File: src/sv/cdds_pkg.sv
// ----------------------------------------------------------------------------
// cdds_pkg: shared types, constants and calendar functions
// Widths of the date fields, the reset date and the month and leap-year
// helpers used by the day stepper and its load path.
// ----------------------------------------------------------------------------
`timescale 1ns / 1ps
`default_nettype none

package cdds_pkg;

   localparam int OFFSET_BITS = 16;
   localparam int YEAR_MAX    = 9999;

   localparam int YEAR_W  = 14;
   localparam int MONTH_W = 4;
   localparam int DAY_W   = 5;
   localparam int YDAY_W  = 9;
   localparam int YY_W    = 7;

   localparam int YEAR_BIAS   = 1900;
   localparam int DAYS_LEAP   = 366;
   localparam int DAYS_COMMON = 365;
   localparam int MONTHS      = 12;
   localparam int LAST_DAY    = 31;
   localparam int LAST_YY     = 99;
   localparam int HUNDRED     = 100;

   // Year / 100 is taken as (year * RECIP_100) >> RECIP_SHIFT, exact below 43699.
   localparam int RECIP_100   = 5243;
   localparam int RECIP_SHIFT = 19;
   localparam int RECIP_W     = $clog2(RECIP_100 + 1);
   localparam int CENT_W      = YEAR_W + RECIP_W - RECIP_SHIFT;

   localparam int RESET_YEAR = (YEAR_MAX < 1970) ? YEAR_MAX : 1970;
   localparam int RESET_YY   = RESET_YEAR % 100;
   localparam int RESET_CC   = (RESET_YEAR / 100) % 4;

   localparam logic [MONTH_W-1:0] MONTH_JAN = MONTH_W'(1);
   localparam logic [MONTH_W-1:0] MONTH_FEB = MONTH_W'(2);
   localparam logic [MONTH_W-1:0] MONTH_APR = MONTH_W'(4);
   localparam logic [MONTH_W-1:0] MONTH_JUN = MONTH_W'(6);
   localparam logic [MONTH_W-1:0] MONTH_SEP = MONTH_W'(9);
   localparam logic [MONTH_W-1:0] MONTH_NOV = MONTH_W'(11);
   localparam logic [MONTH_W-1:0] MONTH_DEC = MONTH_W'(MONTHS);

   // The date carries year mod 100 and century mod 4 next to the year so
   // that the leap-year test needs no division.
   typedef struct packed {
      logic [YEAR_W-1:0]  year;
      logic [MONTH_W-1:0] month;
      logic [DAY_W-1:0]   day;
      logic [YDAY_W-1:0]  yday;
      logic [YY_W-1:0]    yy;
      logic [1:0]         cc;
   } date_type;

   localparam date_type RESET_DATE = '{
      year:  YEAR_W'(RESET_YEAR),
      month: MONTH_JAN,
      day:   DAY_W'(1),
      yday:  YDAY_W'(1),
      yy:    YY_W'(RESET_YY),
      cc:    2'(RESET_CC)
   };

   function automatic logic is_leap(input logic [1:0] year_lo, input logic [YY_W-1:0] yy,
                                    input logic [1:0] cc);
      return (year_lo == 2'd0) && ((yy != '0) || (cc == 2'd0));
   endfunction

   function automatic logic [DAY_W-1:0] month_len(input logic [MONTH_W-1:0] month,
                                                  input logic leap);
      logic [DAY_W-1:0] len;
      case (month)
         MONTH_APR, MONTH_JUN, MONTH_SEP, MONTH_NOV: len = DAY_W'(30);
         MONTH_FEB: len = leap ? DAY_W'(29) : DAY_W'(28);
         default:   len = DAY_W'(LAST_DAY);
      endcase
      return len;
   endfunction

   function automatic logic [YDAY_W-1:0] year_len(input logic leap);
      return leap ? YDAY_W'(DAYS_LEAP) : YDAY_W'(DAYS_COMMON);
   endfunction

endpackage

`default_nettype wire

File: src/sv/cdds_req_if.sv
// ----------------------------------------------------------------------------
// cdds_req_if: request channel
// Valid/ready channel that carries one load or shift word.
// ----------------------------------------------------------------------------
`timescale 1ns / 1ps
`default_nettype none

interface cdds_req_if
   import cdds_pkg::*;
();
   logic                          valid;
   logic                          ready;
   logic                          mode;
   logic signed [YEAR_W-1:0]      load_year_bias;
   logic [MONTH_W-1:0]            load_month_index;
   logic [DAY_W-1:0]              load_day;
   logic [YDAY_W-1:0]             load_yday_index;
   logic signed [OFFSET_BITS-1:0] offset;

   modport source (output valid, mode, load_year_bias, load_month_index, load_day,
                   load_yday_index, offset, input ready);
   modport sink (input valid, mode, load_year_bias, load_month_index, load_day,
                 load_yday_index, offset, output ready);
endinterface

`default_nettype wire

File: src/sv/cdds_rsp_if.sv
// ----------------------------------------------------------------------------
// cdds_rsp_if: response channel
// Valid/ready channel that carries the date word after each request.
// ----------------------------------------------------------------------------
`timescale 1ns / 1ps
`default_nettype none

interface cdds_rsp_if
   import cdds_pkg::*;
();
   logic               valid;
   logic               ready;
   logic [YEAR_W-1:0]  year;
   logic [MONTH_W-1:0] month;
   logic [DAY_W-1:0]   day;
   logic [YDAY_W-1:0]  ordinal_day;
   logic               range_error;

   modport source (output valid, year, month, day, ordinal_day, range_error, input ready);
   modport sink (input valid, year, month, day, ordinal_day, range_error, output ready);
endinterface

`default_nettype wire

File: src/sv/cdds_step_unit.sv
// ----------------------------------------------------------------------------
// cdds_step_unit: one-day date step
// Moves a date one day forward or back and flags when the date already
// sits on the bound for that direction.
// ----------------------------------------------------------------------------
`timescale 1ns / 1ps
`default_nettype none

module cdds_step_unit
   import cdds_pkg::*;
(
   input  date_type cur,
   input  logic     back,
   output date_type nxt,
   output logic     at_bound
);

   always_comb begin
      logic               leap_cur;
      logic               leap_prev;
      logic [DAY_W-1:0]   mlen;
      logic [MONTH_W-1:0] prev_month;
      logic [YEAR_W-1:0]  prev_year;
      logic [YY_W-1:0]    prev_yy;
      logic [1:0]         prev_cc;

      leap_cur   = is_leap(cur.year[1:0], cur.yy, cur.cc);
      prev_year  = cur.year - 1'b1;
      prev_yy    = (cur.yy == '0) ? YY_W'(LAST_YY) : cur.yy - 1'b1;
      prev_cc    = (cur.yy == '0) ? cur.cc - 1'b1 : cur.cc;
      leap_prev  = is_leap(prev_year[1:0], prev_yy, prev_cc);
      prev_month = cur.month - 1'b1;
      mlen       = month_len(cur.month, leap_cur);
      nxt        = cur;

      if (back) begin
         at_bound = (cur.year == '0) && (cur.month == MONTH_JAN) && (cur.day == DAY_W'(1));
         if (cur.yday > YDAY_W'(1)) begin
            nxt.yday = cur.yday - 1'b1;
         end
         if (cur.day > DAY_W'(1)) begin
            nxt.day = cur.day - 1'b1;
         end else if (cur.month > MONTH_JAN) begin
            nxt.month = prev_month;
            nxt.day   = month_len(prev_month, leap_cur);
         end else begin
            nxt.year  = prev_year;
            nxt.yy    = prev_yy;
            nxt.cc    = prev_cc;
            nxt.month = MONTH_DEC;
            nxt.day   = DAY_W'(LAST_DAY);
            nxt.yday  = year_len(leap_prev);
         end
      end else begin
         at_bound = (cur.year >= YEAR_W'(YEAR_MAX)) && (cur.month == MONTH_DEC) &&
                    (cur.day == DAY_W'(LAST_DAY));
         if (cur.yday < YDAY_W'(DAYS_LEAP)) begin
            nxt.yday = cur.yday + 1'b1;
         end
         if (cur.day >= mlen) begin
            if (cur.month >= MONTH_DEC) begin
               nxt.year  = cur.year + 1'b1;
               nxt.month = MONTH_JAN;
               nxt.yday  = YDAY_W'(1);
               nxt.yy    = (cur.yy == YY_W'(LAST_YY)) ? '0 : cur.yy + 1'b1;
               nxt.cc    = (cur.yy == YY_W'(LAST_YY)) ? cur.cc + 1'b1 : cur.cc;
            end else begin
               nxt.month = cur.month + 1'b1;
            end
            nxt.day = DAY_W'(1);
         end else begin
            nxt.day = cur.day + 1'b1;
         end
      end
   end

endmodule

`default_nettype wire

File: src/sv/calendar_date_day_stepper.sv
// ----------------------------------------------------------------------------
// calendar_date_day_stepper: Gregorian date counter
// Holds a calendar date that is loaded from broken-down time fields or
// moved by a signed number of days, one day per clock.
// ----------------------------------------------------------------------------
// Usage:
//   The req channel takes one word at a time. With mode low the word loads
//   the date (year minus 1900, zero-based month, day, zero-based day of
//   year); out-of-range fields saturate. With mode high the date moves by
//   the signed offset. Every request produces one rsp word with the date
//   afterwards and range_error, which is set when a shift stopped at
//   0000-01-01 or at December 31 of the last year.
//   A load passes through S_DIV, S_REM, S_FIX and S_OUT before rsp valid; a
//   shift stays in S_STEP until |offset| days are done or a bound is hit, then
//   S_OUT. The single day-step unit advances the date once per cycle in S_STEP.
//   req.ready is high only while no request is in progress; one request is
//   worked at a time. A finished word waits in the rsp register while the
//   next request is already accepted; a stalled receiver holds the core in
//   its final state until the register frees.
//   Reset (synchronous, active high) sets the date to 1970-01-01, day of
//   year 1, and empties the rsp register.
// ----------------------------------------------------------------------------
`timescale 1ns / 1ps
`default_nettype none

module calendar_date_day_stepper
   import cdds_pkg::*;
(
   input  wire logic   clock,
   input  wire logic   reset,
   cdds_req_if.sink    req,
   cdds_rsp_if.source  rsp
);

   typedef enum logic [2:0] {
      S_IDLE,
      S_DIV,
      S_REM,
      S_FIX,
      S_STEP,
      S_OUT
   } state_type;

   state_type              state_ff, state_in;
   date_type               date_ff, date_in;
   logic                   back_ff, back_in;
   logic [OFFSET_BITS-1:0] cnt_ff, cnt_in;
   logic                   err_ff, err_in;
   logic [MONTH_W-1:0]     ld_month_ff, ld_month_in;
   logic [DAY_W-1:0]       ld_day_ff, ld_day_in;
   logic [YDAY_W:0]        ld_yday_ff, ld_yday_in;
   logic [CENT_W-1:0]      cent_ff, cent_in;
   logic                   rsp_valid_ff, rsp_valid_in;
   logic [YEAR_W-1:0]      rsp_year_ff, rsp_year_in;
   logic [MONTH_W-1:0]     rsp_month_ff, rsp_month_in;
   logic [DAY_W-1:0]       rsp_day_ff, rsp_day_in;
   logic [YDAY_W-1:0]      rsp_yday_ff, rsp_yday_in;
   logic                   rsp_err_ff, rsp_err_in;

   date_type step_nxt;
   logic     step_at_bound;

   cdds_step_unit u_step (
      .cur      (date_ff),
      .back     (back_ff),
      .nxt      (step_nxt),
      .at_bound (step_at_bound)
   );

   assign req.ready       = (state_ff == S_IDLE);
   assign rsp.valid       = rsp_valid_ff;
   assign rsp.year        = rsp_year_ff;
   assign rsp.month       = rsp_month_ff;
   assign rsp.day         = rsp_day_ff;
   assign rsp.ordinal_day = rsp_yday_ff;
   assign rsp.range_error = rsp_err_ff;

   always_comb begin
      logic signed [YEAR_W+1:0]      year_sum;
      logic [OFFSET_BITS-1:0]        off_u;
      logic [YEAR_W+RECIP_W-1:0]     prod;
      logic [YEAR_W-1:0]             hund;
      logic                          leap;
      logic [DAY_W-1:0]              dim;
      logic [YDAY_W-1:0]             diy;

      year_sum = (YEAR_W+2)'(req.load_year_bias) + (YEAR_W+2)'(YEAR_BIAS);
      off_u    = OFFSET_BITS'(unsigned'(req.offset));
      prod     = (YEAR_W+RECIP_W)'(date_ff.year) * (YEAR_W+RECIP_W)'(RECIP_100);
      hund     = YEAR_W'(cent_ff) * YEAR_W'(HUNDRED);
      leap     = is_leap(date_ff.year[1:0], date_ff.yy, date_ff.cc);
      dim      = month_len(ld_month_ff, leap);
      diy      = year_len(leap);

      state_in     = state_ff;
      date_in      = date_ff;
      back_in      = back_ff;
      cnt_in       = cnt_ff;
      err_in       = err_ff;
      ld_month_in  = ld_month_ff;
      ld_day_in    = ld_day_ff;
      ld_yday_in   = ld_yday_ff;
      cent_in      = cent_ff;
      rsp_valid_in = rsp_valid_ff && !rsp.ready;
      rsp_year_in  = rsp_year_ff;
      rsp_month_in = rsp_month_ff;
      rsp_day_in   = rsp_day_ff;
      rsp_yday_in  = rsp_yday_ff;
      rsp_err_in   = rsp_err_ff;

      case (state_ff)
         S_IDLE: begin
            if (req.valid) begin
               err_in = 1'b0;
               if (!req.mode) begin
                  if (year_sum < 0) begin
                     date_in.year = '0;
                  end else if (year_sum > (YEAR_W+2)'(YEAR_MAX)) begin
                     date_in.year = YEAR_W'(YEAR_MAX);
                  end else begin
                     date_in.year = year_sum[YEAR_W-1:0];
                  end
                  ld_month_in = (req.load_month_index >= MONTH_DEC) ? MONTH_DEC :
                                req.load_month_index + 1'b1;
                  ld_day_in   = req.load_day;
                  ld_yday_in  = {1'b0, req.load_yday_index} + 1'b1;
                  state_in    = S_DIV;
               end else begin
                  back_in  = req.offset[OFFSET_BITS-1];
                  cnt_in   = back_in ? (~off_u + 1'b1) : off_u;
                  state_in = S_STEP;
               end
            end
         end
         S_DIV: begin
            cent_in  = prod[RECIP_SHIFT +: CENT_W];
            state_in = S_REM;
         end
         S_REM: begin
            date_in.yy = YY_W'(date_ff.year - hund);
            date_in.cc = cent_ff[1:0];
            state_in   = S_FIX;
         end
         S_FIX: begin
            date_in.month = ld_month_ff;
            if (ld_day_ff == '0) begin
               date_in.day = DAY_W'(1);
            end else if (ld_day_ff > dim) begin
               date_in.day = dim;
            end else begin
               date_in.day = ld_day_ff;
            end
            date_in.yday = (ld_yday_ff > {1'b0, diy}) ? diy : ld_yday_ff[YDAY_W-1:0];
            state_in     = S_OUT;
         end
         S_STEP: begin
            if (cnt_ff == '0) begin
               state_in = S_OUT;
            end else if (step_at_bound) begin
               // Remaining days are dropped once the range bound is hit.
               err_in   = 1'b1;
               state_in = S_OUT;
            end else begin
               date_in = step_nxt;
               cnt_in  = cnt_ff - 1'b1;
            end
         end
         S_OUT: begin
            if (!rsp_valid_ff || rsp.ready) begin
               rsp_valid_in = 1'b1;
               rsp_year_in  = date_ff.year;
               rsp_month_in = date_ff.month;
               rsp_day_in   = date_ff.day;
               rsp_yday_in  = date_ff.yday;
               rsp_err_in   = err_ff;
               state_in     = S_IDLE;
            end
         end
         default: begin
            state_in = S_IDLE;
         end
      endcase
   end

   always_ff @(posedge clock) begin
      if (reset) begin
         state_ff     <= S_IDLE;
         date_ff      <= RESET_DATE;
         rsp_valid_ff <= 1'b0;
      end else begin
         state_ff     <= state_in;
         date_ff      <= date_in;
         rsp_valid_ff <= rsp_valid_in;
      end
      back_ff      <= back_in;
      cnt_ff       <= cnt_in;
      err_ff       <= err_in;
      ld_month_ff  <= ld_month_in;
      ld_day_ff    <= ld_day_in;
      ld_yday_ff   <= ld_yday_in;
      cent_ff      <= cent_in;
      rsp_year_ff  <= rsp_year_in;
      rsp_month_ff <= rsp_month_in;
      rsp_day_ff   <= rsp_day_in;
      rsp_yday_ff  <= rsp_yday_in;
      rsp_err_ff   <= rsp_err_in;
   end

endmodule

`default_nettype wire

File: src/flat_wrapper.sv
// flat-port wrapper written by rule: the top's interface ports become plain ports
module calendar_date_day_stepper_flat import cdds_pkg::*;
  (clock, reset, req_valid, req_mode, req_load_year_bias, req_load_month_index, req_load_day, req_load_yday_index, req_offset, req_ready, rsp_valid, rsp_year, rsp_month, rsp_day, rsp_ordinal_day, rsp_range_error, rsp_ready);
  cdds_req_if req_i ();
  cdds_rsp_if rsp_i ();
  input  wire logic clock;
  input  wire logic reset;
  input wire logic [$bits(req_i.valid)-1:0] req_valid;
  input wire logic [$bits(req_i.mode)-1:0] req_mode;
  input wire logic [$bits(req_i.load_year_bias)-1:0] req_load_year_bias;
  input wire logic [$bits(req_i.load_month_index)-1:0] req_load_month_index;
  input wire logic [$bits(req_i.load_day)-1:0] req_load_day;
  input wire logic [$bits(req_i.load_yday_index)-1:0] req_load_yday_index;
  input wire logic [$bits(req_i.offset)-1:0] req_offset;
  output wire logic [$bits(req_i.ready)-1:0] req_ready;
  output wire logic [$bits(rsp_i.valid)-1:0] rsp_valid;
  output wire logic [$bits(rsp_i.year)-1:0] rsp_year;
  output wire logic [$bits(rsp_i.month)-1:0] rsp_month;
  output wire logic [$bits(rsp_i.day)-1:0] rsp_day;
  output wire logic [$bits(rsp_i.ordinal_day)-1:0] rsp_ordinal_day;
  output wire logic [$bits(rsp_i.range_error)-1:0] rsp_range_error;
  input wire logic [$bits(rsp_i.ready)-1:0] rsp_ready;
  assign req_i.valid = req_valid;
  assign req_i.mode = req_mode;
  assign req_i.load_year_bias = req_load_year_bias;
  assign req_i.load_month_index = req_load_month_index;
  assign req_i.load_day = req_load_day;
  assign req_i.load_yday_index = req_load_yday_index;
  assign req_i.offset = req_offset;
  assign req_ready = req_i.ready;
  assign rsp_valid = rsp_i.valid;
  assign rsp_year = rsp_i.year;
  assign rsp_month = rsp_i.month;
  assign rsp_day = rsp_i.day;
  assign rsp_ordinal_day = rsp_i.ordinal_day;
  assign rsp_range_error = rsp_i.range_error;
  assign rsp_i.ready = rsp_ready;
  calendar_date_day_stepper u_core (.clock(clock), .reset(reset), .req(req_i), .rsp(rsp_i));
endmodule
File: config.mk
export PLATFORM = sky130hd
export DESIGN_NAME = calendar_date_day_stepper_flat
export DESIGN_NICKNAME = d
export VERILOG_FILES = /design/src/sv/cdds_pkg.sv /design/src/sv/cdds_req_if.sv /design/src/sv/cdds_rsp_if.sv /design/src/sv/cdds_step_unit.sv /design/src/sv/calendar_date_day_stepper.sv /design/src/flat_wrapper.sv
export SDC_FILE = /design/constraint.sdc
export NUM_CORES = 1
export LEC_CHECK = 0
export BUFFER_PORTS_ARGS = -buffer_cell sky130_fd_sc_hd__buf_2
export CORE_ASPECT_RATIO = 1.25
export CORE_MARGIN = 2
export CORE_UTILIZATION = 35
export DETAILED_ROUTE_END_ITERATION = 7
export PLACE_DENSITY = 0.54
export SLEW_MARGIN = 25
export SYNTH_ARGS = -nofsm -noshare
export SYNTH_HDL_FRONTEND = slang
export SYNTH_SLANG_ARGS = --single-unit
File: constraint.sdc
create_clock -name clock -period 15.3 [get_ports clock]
set_input_delay 1.53 -clock clock [delete_from_list [all_inputs] [get_ports clock]]
set_output_delay 1.53 -clock clock [all_outputs]
set_load 0.05 [all_outputs]
==> qor.csv <==
metric,value,unit
hpwl,24100,µm
setup.worst_path.end_class,flop,
detail_route.wl_per_cell,18.0,µm
netlist_top_cells_area,"edfxtp_1 20%, ha_1 16%, fa_1 11%",
die-width,166,µm
power-per-cell-area,218,mW/mm²
ys_dominant_reg_cell,edfxtp_1,
htree_num_levels,4,
vias,9612,
layout-drive-gt1-share,11.3,%
cts_max_path_buffers,2,
cell_internal_pwr,0.00145,W
crit_path_start_kind,flop,
clockPowerShare,14.0,%
fp-row-count,74,
die_y,207,µm
grt_antenna_before_repair,1,
post_drt_via_cell_ratio,5.46,
cts_sinks,120,
clk_latency,0.43,ns
globalRouteMet3Util,2.25,%
rsz0062_at_grt,no,
critPathRequiredTime,15.47,ns
final_core_util,39.8,%
nNetsFinal,1592,
post_synth_num_cell_types,82,
vias_in_the_first_global_route,9509,
yosysMostFrequentCell,inv_1,
mappedNetlistNets,1527,
clk_root_buffer_cell,clkbuf_16,
ys_ff_latch,120,
arrival,5.50,ns
ys.warnings.count,0,
cts_made_buffers,17,
grt_max_degree,67,
drtAntennaViolNets,0,
cts_setup_buffers,0,
gr-usage-all-layers,18.5,%
seqPwrFrac,18.5,%
p_sw_share,48.4,%
final-max-slew-violation-count,0,
grt_first_pass_wirelength,50800,µm
power.ir.vdd_worst,0.243,mV
drv_cap,0,
layout_worst_path_cycle_share,34.8,%
maxClockFrequency,188,MHz
area_growth_syn_to_layout,12.4,%
globalRoute.busiestLayer,met2,
drt_iter0_drc,696,
synth_edf_count,75,
cp_max_fo,13,
floorplan.die_area,0.0343,mm²
leakagePower,5.48,nW
holdBufCountCts,0,
grt_overflow,0,
fp.coreArea,0.0325,mm²
path_class,flop to flop,
post_cts_resized,0,
start_util,35.4,%
worst_setup_hold_path_clk_slew,0.06,ns
status,"complete, no violations",
first_pass_iters,5,
setup_tns,0,ns
globalRouteMet1Util,23.6,%
drt_drc_violations_left,0,
power.share.combinational,67.5,%
floorplan.io_pins,88,
finalWeightedCongestion,0.854,
mappedNetlistArea,0.0115,mm²
use_met2,32.2,%
timing.hold.worst.class,flop to flop,
post-synth-top-area-cell,edfxtp_1,
hold_viol_final,0,
tightestPinTransition,1.02,ns
switchingPower,0.00136,W
netlist_instances,1262,
sequential_fraction_of_the_synthesis_area,27.4,%
synthesis.area_per_instance,9.12,µm²
min_period,5.32,ns
final_count_of_negative_setup_slack_endpoints,0,
synthTopCellsByCount,"166 x inv_1, 149 x ha_1, 81 x nor2_1",
tritoncts,built,
slew-limit-headroom,31.8,%
io_buffers,87,
synth-async-reset-ratio,0,%
synth_top_cell_area_share,19.6,%
routed_wl,31700,µm
fin_worst_skew,0.0113,ns
-- metal layers --
metal	share of wire [%]	routed length, µm	vias to the layer above
met1	44	14000	4637
met2	49	15600	264
li1	-	-	4654
met5	0	0	-
met3	4.0	1270	57
met4	2.8	890	0
-- power by group through the flow --
| stage | Sequential [W] | Combinational (W) | Clock, W |
|---|---|---|---|
| floorplan | 0.000493 | 0.00148 | 0 |
| global placement | 0.000528 | 0.00191 | 0 |
| detailed placement | 0.000528 | 0.00193 | 0 |
| CTS | 0.000522 | 0.00195 | 0.000400 |
| global route | 0.000534 | 0.00226 | 0.000415 |
| finish | 0.000523 | 0.00190 | 0.000393 |
-- area by class of cell --
class	count	area (µm²)
tap	418	523
clock buffer	19	443
clock inverter	13	120
sequential	120	3150
fill	3276	19600
multi-input combinational	927	7550
timing repair buffer	95	515
antenna	1	2.50
inverter	166	623
-- worst max-delay path, stage by stage (launching register included) --
cell and delay [ns]:
dfxtp_1 0.76, fa_1 0.54, ha_1 0.29, inv_1 0.05, fa_1 0.47, inv_1 0.05
fa_1 0.53, inv_1 0.05, fa_1 0.53, inv_1 0.04, ha_1 0.29, a21oi_1 0.06
o21ai_0 0.24, nor3_1 0.09, a21oi_1 0.39, a41o_1 0.29, nor4_1 0.06, a311o_1 0.34
-- state kept, by name, summed over array words and instances, names as in the netlist, 3 cells and up --
name / cells
u_core.date_ff: 41
u_core.cnt_ff: 16
u_core.rsp.year: 14
u_core.ld_yday_ff: 10
u_core.rsp.ordinal_day: 9
u_core.cent_ff: 5
u_core.ld_day_ff: 5
u_core.rsp.day: 5
u_core.ld_month_ff: 4
u_core.rsp.month: 4
u_core.state_ff: 3
-- worst paths after layout --
check	endpoint	start	slack (ns)	cells past startpoint
max	u_core.cent_ff[4]$_DFFE_PP_	u_core.date_ff[38]$_SDFFE_PP0P_	9.98	17
min	u_core.rsp.range_error$_DFFE_PP_	u_core.err_ff$_DFFE_PP_	0.45	0
max reg2reg	u_core.cent_ff[4]$_DFFE_PP_	u_core.date_ff[38]$_SDFFE_PP0P_	9.98	17
min reg2reg	u_core.rsp.range_error$_DFFE_PP_	u_core.err_ff$_DFFE_PP_	0.45	0
-- per-stage QoR --
step,instances,hold slack (ns),power (W),setup slack (ns),instance area [µm²]
after floorplan,1262,0.400,0.00197,10.52,11500
after global placement,1725,0.444,0.00244,9.97,12300
final,1759,0.446,0.00282,9.98,12900
after detailed placement,1726,0.448,0.00246,9.89,12400
after CTS,1758,0.464,0.00287,9.88,12900
after global routing,1758,0.466,0.00320,9.65,12900
-- cell usage in the layout, fill, tap and decap left out, drive strengths merged, types with 16 or more instances in the layout --
| cell type | n |
|---|---|
| nor4 | 17 |
| dfxtp | 45 |
| ha | 149 |
| nand3 | 46 |
| o211ai | 16 |
| buf | 95 |
| clkbuf | 19 |
| a21oi | 71 |
| nand2 | 73 |
| xor2 | 19 |
| edfxtp | 75 |
| fa | 63 |
| xnor2 | 44 |
| nor3 | 23 |
| nand4 | 17 |
| inv | 171 |
| o21ai | 77 |
| nor2 | 81 |
-- kinds of logic (layout without fill, tap and decap cells) --
logic type | count (synthesis) | in the layout | share of synthesized area [%]
buffers and inverters | 215 | 293 | 7.12
DFF | 120 | 120 | 27.4
muxes | 9 | 9 | 0.805
adders and majority gates | 212 | 212 | 27.2
xor gates and xnor gates | 63 | 63 | 4.80
and+or+nand+nor | 342 | 342 | 15.2
AOI/OAI and AO/OA | 301 | 301 | 17.5
other | 0 | 1 | 0
No activity file was read; power rests on OpenSTA's default activity.
